==> src/design/stack_with_multi_pop_and_rotate_macros.svh <==
// Assertion macros for the stack with multi-pop and rotate.
// Included by the files that check their own logic; needs i_clk and i_rst_n in scope.
`ifndef STACK_WITH_MULTI_POP_AND_ROTATE_MACROS_SVH
`define STACK_WITH_MULTI_POP_AND_ROTATE_MACROS_SVH

// Consequent must hold in the same cycle as the antecedent.
`define SWMPR_ASSERT_SAME(label, ante, cons, msg) \
    label: assert property (@(posedge i_clk) disable iff (!i_rst_n) \
        (ante) |-> (cons)) else $error(msg);

// Consequent must hold in the cycle after the antecedent.
`define SWMPR_ASSERT_NEXT(label, ante, cons, msg) \
    label: assert property (@(posedge i_clk) disable iff (!i_rst_n) \
        (ante) |=> (cons)) else $error(msg);

`endif

==> src/design/swmpr_pkg.sv <==
// Shared constants, request and status codes for the stack with multi-pop and rotate.
// No dependencies.
package swmpr_pkg;

    localparam int STACK_DEPTH = 16;
    localparam int ADDR_W      = $clog2(STACK_DEPTH);
    localparam int CNT_W       = 5;
    localparam int WORD_W      = 32;
    localparam int REQ_W       = 3;
    localparam int STATUS_W    = 2;

    typedef enum logic [REQ_W-1:0] {
        REQ_PUSH = 3'd0,
        REQ_POP  = 3'd1,
        REQ_TOP  = 3'd2,
        REQ_POPK = 3'd3,
        REQ_ROT  = 3'd4
    } t_req_type;

    typedef enum logic [STATUS_W-1:0] {
        ST_DONE  = 2'd0,
        ST_EMPTY = 2'd1,
        ST_FULL  = 2'd2
    } t_status;

endpackage

==> src/design/swmpr_req_if.sv <==
// Request channel: valid/ready handshake with request type, push word and amount.
// Depends on swmpr_pkg.
interface swmpr_req_if;
    import swmpr_pkg::*;

    logic                     valid;
    logic                     ready;
    logic [REQ_W-1:0]         req_type;
    logic signed [WORD_W-1:0] push_value;
    logic [CNT_W-1:0]         amount;

    modport source (output valid, req_type, push_value, amount, input ready);
    modport sink   (input valid, req_type, push_value, amount, output ready);
endinterface

==> src/design/swmpr_rsp_if.sv <==
// Result channel: valid/ready handshake with top word, status and item count.
// Depends on swmpr_pkg.
interface swmpr_rsp_if;
    import swmpr_pkg::*;

    logic                     valid;
    logic                     ready;
    logic signed [WORD_W-1:0] top_value;
    logic [STATUS_W-1:0]      status;
    logic [CNT_W-1:0]         item_count;

    modport source (output valid, top_value, status, item_count, input ready);
    modport sink   (input valid, top_value, status, item_count, output ready);
endinterface

==> src/design/swmpr_ram.sv <==
// Simple dual-port RAM: one write port, one read port with registered read data.
// No dependencies.
module swmpr_ram #(
    parameter int WIDTH = 32,
    parameter int DEPTH = 16
) (
    input  logic                     i_clk,
    input  logic                     i_wr_en,
    input  logic [$clog2(DEPTH)-1:0] i_wr_addr,
    input  logic [WIDTH-1:0]         i_wr_data,
    input  logic                     i_rd_en,
    input  logic [$clog2(DEPTH)-1:0] i_rd_addr,
    output logic [WIDTH-1:0]         o_rd_data
);
    logic [WIDTH-1:0] r_mem [DEPTH];
    logic [WIDTH-1:0] r_rd_data;

    always_ff @(posedge i_clk) begin
        if (i_wr_en) begin
            r_mem[i_wr_addr] <= i_wr_data;
        end
    end

    always_ff @(posedge i_clk) begin
        if (i_rd_en) begin
            r_rd_data <= r_mem[i_rd_addr];
        end
    end

    assign o_rd_data = r_rd_data;
endmodule

==> src/design/stack_with_multi_pop_and_rotate.sv <==
// Bounded LIFO stack with push, pop, read top, multi-pop and rotate of all held words.
// Push, pop, read top and multi-pop run through S_EXEC, S_TOP and S_LOAD into a registered
// result; rotate adds S_COPY and S_BACK, and no new item is taken until the result is loaded.
// The top word comes from the single read port of the stack RAM with registered read data.
// Synchronous active-low reset empties the stack and drops any pending result.
// Depends on swmpr_pkg, swmpr_req_if, swmpr_rsp_if, swmpr_ram and the macro header.
`include "stack_with_multi_pop_and_rotate_macros.svh"

module stack_with_multi_pop_and_rotate (
    input  logic       i_clk,
    input  logic       i_rst_n,
    swmpr_req_if.sink  i_req,
    swmpr_rsp_if.source o_rsp
);
    import swmpr_pkg::*;

    typedef enum logic [2:0] {
        S_IDLE,
        S_EXEC,
        S_COPY,
        S_BACK,
        S_TOP,
        S_LOAD
    } t_state;

    t_state              r_state, n_state;
    logic [CNT_W-1:0]    r_count, n_count;
    logic [REQ_W-1:0]    r_req_type, n_req_type;
    logic [WORD_W-1:0]   r_push_value, n_push_value;
    logic [CNT_W-1:0]    r_amount, n_amount;
    t_status             r_status, n_status;
    logic [CNT_W-1:0]    r_idx, n_idx;
    logic [CNT_W-1:0]    r_lower, n_lower;
    logic                r_out_valid, n_out_valid;
    logic [WORD_W-1:0]   r_out_top, n_out_top;
    t_status             r_out_status, n_out_status;
    logic [CNT_W-1:0]    r_out_count, n_out_count;

    logic                st_wr_en, st_rd_en, bf_wr_en, bf_rd_en;
    logic [ADDR_W-1:0]   st_wr_addr, st_rd_addr, bf_wr_addr, bf_rd_addr;
    logic [WORD_W-1:0]   st_wr_data, st_rd_data, bf_wr_data, bf_rd_data;

    logic [CNT_W-1:0]    cnt_m1, idx_m1, copy_src;

    assign cnt_m1   = r_count - 1'b1;
    assign idx_m1   = r_idx - 1'b1;
    assign copy_src = (r_idx < r_amount) ? (r_lower + r_idx) : (r_idx - r_amount);

    swmpr_ram #(.WIDTH(WORD_W), .DEPTH(STACK_DEPTH)) u_stack_ram (
        .i_clk     (i_clk),
        .i_wr_en   (st_wr_en),
        .i_wr_addr (st_wr_addr),
        .i_wr_data (st_wr_data),
        .i_rd_en   (st_rd_en),
        .i_rd_addr (st_rd_addr),
        .o_rd_data (st_rd_data)
    );

    swmpr_ram #(.WIDTH(WORD_W), .DEPTH(STACK_DEPTH)) u_rot_ram (
        .i_clk     (i_clk),
        .i_wr_en   (bf_wr_en),
        .i_wr_addr (bf_wr_addr),
        .i_wr_data (bf_wr_data),
        .i_rd_en   (bf_rd_en),
        .i_rd_addr (bf_rd_addr),
        .o_rd_data (bf_rd_data)
    );

    assign i_req.ready      = (r_state == S_IDLE);
    assign o_rsp.valid      = r_out_valid;
    assign o_rsp.top_value  = $signed(r_out_top);
    assign o_rsp.status     = r_out_status;
    assign o_rsp.item_count = r_out_count;

    always_comb begin
        n_state      = r_state;
        n_count      = r_count;
        n_req_type   = r_req_type;
        n_push_value = r_push_value;
        n_amount     = r_amount;
        n_status     = r_status;
        n_idx        = r_idx;
        n_lower      = r_lower;
        n_out_valid  = r_out_valid;
        n_out_top    = r_out_top;
        n_out_status = r_out_status;
        n_out_count  = r_out_count;
        st_wr_en     = 1'b0;
        st_wr_addr   = '0;
        st_wr_data   = '0;
        st_rd_en     = 1'b0;
        st_rd_addr   = '0;
        bf_wr_en     = 1'b0;
        bf_wr_addr   = '0;
        bf_wr_data   = '0;
        bf_rd_en     = 1'b0;
        bf_rd_addr   = '0;

        if (r_out_valid && o_rsp.ready) begin
            n_out_valid = 1'b0;
        end

        case (r_state)
            S_IDLE: begin
                if (i_req.valid) begin
                    n_req_type   = i_req.req_type;
                    n_push_value = i_req.push_value;
                    n_amount     = i_req.amount;
                    n_state      = S_EXEC;
                end
            end
            S_EXEC: begin
                n_status = ST_DONE;
                n_state  = S_TOP;
                case (r_req_type)
                    REQ_PUSH: begin
                        if (r_count >= CNT_W'(STACK_DEPTH)) begin
                            n_status = ST_FULL;
                        end else begin
                            st_wr_en   = 1'b1;
                            st_wr_addr = r_count[ADDR_W-1:0];
                            st_wr_data = r_push_value;
                            n_count    = r_count + 1'b1;
                        end
                    end
                    REQ_POP: begin
                        if (r_count == '0) begin
                            n_status = ST_EMPTY;
                        end else begin
                            n_count = cnt_m1;
                        end
                    end
                    REQ_TOP: begin
                        if (r_count == '0) begin
                            n_status = ST_EMPTY;
                        end
                    end
                    REQ_POPK: begin
                        if (r_count == '0) begin
                            if (r_amount != '0) begin
                                n_status = ST_EMPTY;
                            end
                        end else if (r_amount >= r_count) begin
                            n_count = '0;
                        end else begin
                            n_count = r_count - r_amount;
                        end
                    end
                    REQ_ROT: begin
                        if (r_amount != '0 && r_amount < r_count) begin
                            n_lower = r_count - r_amount;
                            n_idx   = '0;
                            n_state = S_COPY;
                        end
                    end
                    default: begin
                    end
                endcase
            end
            S_COPY: begin
                if (r_idx < r_count) begin
                    st_rd_en   = 1'b1;
                    st_rd_addr = copy_src[ADDR_W-1:0];
                end
                if (r_idx != '0) begin
                    bf_wr_en   = 1'b1;
                    bf_wr_addr = idx_m1[ADDR_W-1:0];
                    bf_wr_data = st_rd_data;
                end
                if (r_idx == r_count) begin
                    n_idx   = '0;
                    n_state = S_BACK;
                end else begin
                    n_idx = r_idx + 1'b1;
                end
            end
            S_BACK: begin
                if (r_idx < r_count) begin
                    bf_rd_en   = 1'b1;
                    bf_rd_addr = r_idx[ADDR_W-1:0];
                end
                if (r_idx != '0) begin
                    st_wr_en   = 1'b1;
                    st_wr_addr = idx_m1[ADDR_W-1:0];
                    st_wr_data = bf_rd_data;
                end
                if (r_idx == r_count) begin
                    n_idx   = '0;
                    n_state = S_TOP;
                end else begin
                    n_idx = r_idx + 1'b1;
                end
            end
            S_TOP: begin
                if (r_count != '0) begin
                    st_rd_en   = 1'b1;
                    st_rd_addr = cnt_m1[ADDR_W-1:0];
                end
                n_state = S_LOAD;
            end
            S_LOAD: begin
                if (!r_out_valid || o_rsp.ready) begin
                    n_out_valid  = 1'b1;
                    n_out_top    = (r_count == '0) ? '0 : st_rd_data;
                    n_out_status = r_status;
                    n_out_count  = r_count;
                    n_state      = S_IDLE;
                end
            end
            default: begin
                n_state = S_IDLE;
            end
        endcase
    end

    always_ff @(posedge i_clk) begin
        if (!i_rst_n) begin
            r_state     <= S_IDLE;
            r_count     <= '0;
            r_out_valid <= 1'b0;
            r_idx       <= '0;
        end else begin
            r_state     <= n_state;
            r_count     <= n_count;
            r_out_valid <= n_out_valid;
            r_idx       <= n_idx;
        end
        r_req_type   <= n_req_type;
        r_push_value <= n_push_value;
        r_amount     <= n_amount;
        r_status     <= n_status;
        r_lower      <= n_lower;
        r_out_top    <= n_out_top;
        r_out_status <= n_out_status;
        r_out_count  <= n_out_count;
    end

    `SWMPR_ASSERT_SAME(a_count_bound, 1'b1, r_count <= CNT_W'(STACK_DEPTH),
        "item count above stack depth")
    `SWMPR_ASSERT_NEXT(a_accept_exec, i_req.valid && i_req.ready, r_state == S_EXEC,
        "accepted item not executed next cycle")
    `SWMPR_ASSERT_SAME(a_idx_bound, r_state == S_COPY || r_state == S_BACK,
        r_idx <= r_count, "rotate index beyond item count")
    `SWMPR_ASSERT_SAME(a_rot_split, r_state == S_COPY && r_idx == '0,
        r_lower != '0 && r_lower < r_count, "rotate entered with bad split")
    `SWMPR_ASSERT_NEXT(a_rot_count, r_state == S_COPY || r_state == S_BACK,
        $stable(r_count), "item count changed during rotate")
endmodule
==> src/flat_wrapper.sv <==
// flat-port wrapper written by rule: the top's interface ports become plain ports
module stack_with_multi_pop_and_rotate_flat import swmpr_pkg::*;
  (i_clk, i_rst_n, i_req_valid, i_req_req_type, i_req_push_value, i_req_amount, i_req_ready, o_rsp_valid, o_rsp_top_value, o_rsp_status, o_rsp_item_count, o_rsp_ready);
  swmpr_req_if i_req_i ();
  swmpr_rsp_if o_rsp_i ();
  input  logic i_clk;
  input  logic i_rst_n;
  input wire logic [$bits(i_req_i.valid)-1:0] i_req_valid;
  input wire logic [$bits(i_req_i.req_type)-1:0] i_req_req_type;
  input wire logic [$bits(i_req_i.push_value)-1:0] i_req_push_value;
  input wire logic [$bits(i_req_i.amount)-1:0] i_req_amount;
  output wire logic [$bits(i_req_i.ready)-1:0] i_req_ready;
  output wire logic [$bits(o_rsp_i.valid)-1:0] o_rsp_valid;
  output wire logic [$bits(o_rsp_i.top_value)-1:0] o_rsp_top_value;
  output wire logic [$bits(o_rsp_i.status)-1:0] o_rsp_status;
  output wire logic [$bits(o_rsp_i.item_count)-1:0] o_rsp_item_count;
  input wire logic [$bits(o_rsp_i.ready)-1:0] o_rsp_ready;
  assign i_req_i.valid = i_req_valid;
  assign i_req_i.req_type = i_req_req_type;
  assign i_req_i.push_value = i_req_push_value;
  assign i_req_i.amount = i_req_amount;
  assign i_req_ready = i_req_i.ready;
  assign o_rsp_valid = o_rsp_i.valid;
  assign o_rsp_top_value = o_rsp_i.top_value;
  assign o_rsp_status = o_rsp_i.status;
  assign o_rsp_item_count = o_rsp_i.item_count;
  assign o_rsp_i.ready = o_rsp_ready;
  stack_with_multi_pop_and_rotate u_core (.i_clk(i_clk), .i_rst_n(i_rst_n), .i_req(i_req_i), .o_rsp(o_rsp_i));
endmodule
==> config.mk <==
export PLATFORM = sky130hd
export DESIGN_NAME = stack_with_multi_pop_and_rotate_flat
export DESIGN_NICKNAME = d
export VERILOG_FILES = /design/src/design/swmpr_pkg.sv /design/src/design/swmpr_req_if.sv /design/src/design/swmpr_rsp_if.sv /design/src/design/swmpr_ram.sv /design/src/design/stack_with_multi_pop_and_rotate.sv /design/src/flat_wrapper.sv
export VERILOG_INCLUDE_DIRS = /design/src /design/src/design
export SDC_FILE = /design/constraint.sdc
export NUM_CORES = 2
export LEC_CHECK = 0
export ABC_CLOCK_PERIOD_IN_PS = 14000
export BUFFER_PORTS_ARGS = -buffer_cell sky130_fd_sc_hd__buf_2
export CAP_MARGIN = 40
export CELL_PAD_IN_SITES_DETAIL_PLACEMENT = 0
export CELL_PAD_IN_SITES_GLOBAL_PLACEMENT = 1
export CORE_UTILIZATION = 55
export DETAILED_ROUTE_END_ITERATION = 8
export PLACE_DENSITY_LB_ADDON = 0.1
export SYNTH_ARGS = -nofsm -noshare
export SYNTH_HDL_FRONTEND = slang
export SYNTH_SLANG_ARGS = --single-unit
==> constraint.sdc <==
create_clock -name i_clk -period 14 [get_ports i_clk]
set_input_delay 0 -clock i_clk [delete_from_list [all_inputs] [get_ports i_clk]]
set_output_delay 0 -clock i_clk [all_outputs]
set_load 0.01 [all_outputs]
### After elaboration in Yosys (flattened, before gate mapping)

Memories as Yosys holds them, arrays and structs flattened. A register that Yosys moved wholly into a read port is not among the register bits.
Cells that the tools add are included.

* add/sub/neg operators: 7
* magnitude comparators: 5
* equal/unequal tests: 19
* muxes and demuxes: 54
* reductions and logical operators: 20

Operator list (count)
* $mux 32: 5
* $pmux 32 s2: 1
* $mux 4: 9
* $mux 5: 7
* $mux 3: 6
* $pmux 3 s6: 1
* $mux 1: 16
* $pmux 4 s2: 2
* $lt 5x5->1: 3
* $pmux 5 s3: 1
* $reduce_bool 5->1: 3
* $eq 3x2->1 const B: 4
* $add 5x1->5 const B: 2
* $ne 2x1->1 const B: 5
* $pmux 5 s2: 1
* $eq 3x3->1 const B: 3
* $ne 2x2->1 const B: 4
* $eq 3x1->1 const B: 2
* $logic_not 3->1: 2
* $pmux 2 s3: 1
* $reduce_and 3->1: 2
* $eq 5x5->1: 1
* $ge 5x5->1: 1
* $ge 5x5->1 const B: 1
* 17 further kinds: 22

* register bits after elaboration: 99
* memory bits (writable): 1024
* input port bits: 44
* output and inout port bits: 41
* word-level logic and storage cells: 119
* memories kept: 2

Memory list
* u_core.u_rot_ram.r_mem: words 16, bits a word 32, rd ports 1, clocked after Yosys merged registers in 1, write ports 1, line swmpr_ram.sv:15 `logic [WIDTH-1:0] r_mem [DEPTH];`
* u_core.u_stack_ram.r_mem: words 16, bits a word 32, rd ports 1, clocked after Yosys merged registers in 1, write ports 1, line swmpr_ram.sv:15

### Depth between registers and ports, before layout

* depth after elaboration: 6
* gate-level depth with buffers: 19
* depth with buffers taken out: 17

### Cells and area by module

From an unflattened synthesis, not the netlist that was laid out.

* cells, all modules: 2117
* area, all modules: 45452.3 um^2

By module, submodules not included
* swmpr_ram: instances 2, cells an instance 838, area an instance 20155.6 um^2, sequential area each 16335.7 um^2
* stack_with_multi_pop_and_rotate: instances 1, cells an instance 441, area an instance 5141.2 um^2, sequential area each 2832.7 um^2

### Least setup slack after synthesis

Ideal clock, no wire load.

* kind: register to register
* start point: reg u_core.r_idx[0]
* end point: mem u_core.u_rot_ram.r_mem[7][0], enable pin
* setup time: 0.461 ns
* data arrival time: 4.060 ns
* required time: 13.539 ns
* slack: 9.479 ns
* stages on the path, launching flop included: 7
* clock period less this slack: 4.521 ns
* cell sequence: dfxtp_1 -> clkbuf_1 -> inv_1 -> ha_1 -> a31o_2 -> or4_1 -> nor3_1

* longest elaborated chain between the ends: 5

Ends and longest elaborated chain
* from (decl): line stack_with_multi_pop_and_rotate.sv:32 `logic [CNT_W-1:0] r_idx, n_idx;`
* from (signal assigned): line stack_with_multi_pop_and_rotate.sv:226 `r_idx <= n_idx;`
* parallel branches: the longest is 5 deep, another holds $sub 4x1->4
* to (decl): line swmpr_ram.sv:15

Several ways; the timed one is not identified.

### Final worst setup path

* start point: reg u_core.r_idx[1]
* end point: reg u_core.u_stack_ram.r_rd_data[18], in the netlist u_core.u_stack_ram.o_rd_data[18] (read register of u_core.u_stack_ram.r_mem), data pin

* longest elaborated chain between the ends: 4

Ends and longest elaborated chain
* $sub 4x4->4 (tied with other cells): line stack_with_multi_pop_and_rotate.sv:47 `assign copy_src = (r_idx < r_amount) ? (r_lower + r_idx) : (r_idx - r_amount);`
* $mux 4: line stack_with_multi_pop_and_rotate.sv:47
* $mux 4: line stack_with_multi_pop_and_rotate.sv:161 `if (r_idx < r_count) begin`
* $pmux 4 s2: line stack_with_multi_pop_and_rotate.sv:103 `case (r_state)`
* to (decl): line swmpr_ram.sv:16 `logic [WIDTH-1:0] r_rd_data;`

Parallel ways exist; a longest one is shown, timed or not.
A chain may end at the register's enable or synchronous reset.

==> results.yml <==
route:
  drtIter0Drc: 2999
  vias: 28300
  wl_per_cell_um: 26.2
  drcViolationCount: 0
  routed_wl_um: 123000
  viasPerCell: 6.06
  first_pass_iters: 6
  final_antenna_net_count: 0
die:
  core-area_mm2: 0.0851
  initial_utilization: 0.555
  io_pins: 85
  die_h_um: 295
  die_w_um: 295
  rows: 107
  die-area_mm2: 0.0870
finish:
  fin_cells: 4672
  fill_cells: 6277
  nets: 3495
  layout-drive-gt1-share: 0.142
  final_cell_area_mm2: 0.0537
  area_growth_pct: 13.7
global_route:
  grt_max_degree: 74
  antenna_found_initial: 4
  track_usage: 0.284
  grt_pass1_wl_um: 179000
  globalRouteOverflowTotal: 0
  grt_pass1_vias: 27500
flow_run:
  drv_cap: 0
power_and_ir_drop:
  power_density_mw_per_mm2: 134
  ir_drop_uv: 114
  p_leak_uw: 0.0195
worst_setup_path:
  r2r_setup_slack_ns: 8.70
  r2r-end: "u_core.u_stack_ram.o_rd_data[18]"
  ff2ff_path_depth: 13
  cp.required_ns: 14.49
  path_max_fanout: 73
  timing.rr.start: "u_core.r_idx[1]"
  crit_type: "register to register"
  arrival_ns: 5.79
  cp-start-kind: "register"
  cp-end-kind: "register"
sta:
  tightest_slew_ns: 0.997
  final-setup-viol-count: 0
  rsz0062_at_grt: "no"
  final.setup.tns_ns: 0
  hold_viol_final: 0
  max_freq_ghz: 0.189
  fin_skew_ns: 0.0238
  period_needed_ns: 5.30
  relSlewSlack: 0.333
  slew_viol_final: 0
  period_share: 0.379
clock_tree:
  cts.repair.resized: 0
  hold_buffers: 56
  clkLatencyLatePin_ns: 0.70
  clockBufferDepth: 3
  clkTransAtPathRegs_ns: 0.06
  root_buffer: "clkbuf_16"
  cts_sinks: 1187
  cts_buffers: 117
  cts_setup_buffers: 0
  h-tree-depth: 3
  cts_tree: "done"
hold_path:
  min_path_type: "primary input to register"
  min_to: "u_core.r_req_type[2]"
  whs_path_depth: 2
  min_from: "i_req_req_type[2]"
logic_synthesis:
  yosysSeqAreaShare: 0.752
  post_synth_inst_count: 3270
  ys_ff_latch: 1187
  yosysWarnings: 0
  synth_area_per_cell_um2: 14.4
  syn-num-nets: 3340
  synthesis.area_mm2: 0.0472
  synth-edff-count: 1173
  synth-async-reset-ratio: 0
  ys.flop_type: "edfxtp_1"
  synth_cell_types: 67
placed_design:
  port_buffers: 84
  dp_hpwl_um: 66200
  place_congestion: 0.849
  dp_cells: 4390
  place_area_mm2: 0.0494
status:
  outcome: "finished clean"
-- cells in the mapped netlist (all sizes together) (2+ instances only) --
library cell  count  area share
a21o              2     0.00032
dfxtp            14      0.0059
a31oi            99       0.013
xor2              4     0.00074
mux2             58       0.015
nor4b             2     0.00037
nand2b            5     0.00066
nor2            122      0.0098
o32a              2     0.00042
or2               2     0.00026
a22oi            34      0.0054
xnor2            11      0.0020
o41ai             2     0.00037
edfxtp         1173        0.75
a211oi            7      0.0011
a21boi            2     0.00032
nor3             12      0.0014
and2             70      0.0093
buf              80      0.0089
o32ai             2     0.00037
nand4             8      0.0011
mux2i           107       0.023
mux4             29       0.014
nand3           375       0.040
a32oi             5     0.00093
nor4              6     0.00093
o22ai             5     0.00066
or3               3     0.00050
nor2b             7     0.00093
clkbuf          116      0.0092
and3              4     0.00053
nand2           664       0.053
o31ai             2     0.00032
fa                2     0.00085
inv              22      0.0017
a21oi            81      0.0086
a221oi           27      0.0063
o21a              4     0.00064
ha               24      0.0064
o221ai            6      0.0011
o21ai            56      0.0059
-- layout by cell type, fill, tap and decap left out, types with 21 or more instances in the layout --
master / count
mux2i_1: 107
ha_1: 24
nand2_1: 658
buf_2: 86
nor2_4: 33
a21oi_1: 81
o21ai_0: 55
mux2_2: 48
buf_4: 84
a22oi_1: 34
nand3_1: 374
edfxtp_1: 1173
a31oi_1: 98
mux4_2: 29
nor2_1: 88
clkbuf_16: 118
clkinv_1: 33
clkbuf_1: 21
and2_1: 69
inv_1: 21
dlygate4sd3_1: 56
-- layer usage --
layer	GRT usage	part of all wire	wire [um]	up-vias
li1	-	-	-	12600
met1	0.417	0.43	52900	14300
met2	0.443	0.46	56400	1191
met3	0.0368	0.077	9410	197
met4	0.0982	0.032	3940	2
met5	0	0.00011	13	-
-- registers in the layout (all words and copies together) (netlist names) --
name	flops
u_core.r_count	5
u_core.u_rot_ram.r_mem	512
u_core.r_amount	5
u_core.o_rsp.top_value	32
u_core.r_req_type	3
u_core.u_stack_ram.o_rd_data	32
u_core.r_idx	5
u_core.o_rsp.item_count	5
u_core.o_rsp.status	2
u_core.o_rsp.valid	1
u_core.r_push_value	32
u_core.r_state	3
u_core.r_status	2
u_core.r_lower	4
u_core.u_rot_ram.o_rd_data	32
u_core.u_stack_ram.r_mem	512
-- worst max-delay path, stage by stage (launching register included) --
cell and delay (ns):
dfxtp_1 0.63, ha_1 0.23, a21o_1 0.11, a31oi_1 0.04, o21ai_1 0.40, mux2_2 0.42
fa_1 0.58, o21a_4 0.66, buf_4 0.81, nor2_4 0.28, buf_4 0.36, nand3_1 0.12
nor2_1 0.04, a311oi_1 0.33
-- power by group --
group          total (uW)  switching, uW  leakage, uW  internal, uW
combinational         256            165      0.00582          90.6
sequential           3910           21.9       0.0119          3890
clock                3040           1320      0.00179          1710
total                7200           1510       0.0195          5690
-- per-stage QoR --
| stage | power, uW | util | hold slack [ns] | worst slack, ns |
|---|---|---|---|---|
| detailed placement | 4230 | 0.580 | 0.178 | 8.75 |
| floorplan | 4130 | - | 0.0989 | 9.48 |
| global route | 7390 | 0.631 | 0.0332 | 8.39 |
| global placement | 4220 | 0.577 | 0.180 | 8.68 |
| CTS | 7240 | 0.630 | 0.000945 | 8.74 |
| finish | 7200 | 0.631 | 0.0358 | 8.70 |
-- logic make-up after synthesis --
| family | share of synthesized area |
|---|---|
| DFF | 0.752 |
| adders and majority gates | 0.00721 |
| muxes | 0.0511 |
| buffers and inverters | 0.0198 |
| xor gates and xnor gates | 0.00278 |
| and+or+nand+nor | 0.119 |
| AOI/OAI and AO/OA | 0.0478 |
-- area by class of cell --
cell class                 instances  area [um^2]  area share
antenna                            3         7.51    0.000140
inverter                          22         82.6     0.00154
timing repair buffer             232         1760      0.0329
clock inverter                    80          707      0.0132
clock buffer                     139         3030      0.0565
multi-input combinational       1865        11200       0.208
sequential                      1187        35500       0.661
tap                             1144         1430      0.0267
-- how the worst max path moves through the flow --
| stage | end | depth (start not counted) | start | slack (ns) |
|---|---|---|---|---|
| detailed placement | u_core.u_stack_ram.o_rd_data[18] | 13 | u_core.r_idx[0] | 8.75 |
| global route | u_core.u_stack_ram.o_rd_data[18] | 14 | u_core.r_idx[1] | 8.39 |
| global placement | u_core.u_stack_ram.o_rd_data[18] | 12 | u_core.r_count[2] | 8.68 |
| CTS | u_core.u_stack_ram.o_rd_data[18] | 13 | u_core.r_idx[0] | 8.74 |
| floorplan | u_core.u_rot_ram.r_mem[7][0] | 6 | u_core.r_idx[0] | 9.48 |
| finish | u_core.u_stack_ram.o_rd_data[18] | 13 | u_core.r_idx[1] | 8.70 |
No activity file was read; power rests on OpenSTA's default activity.
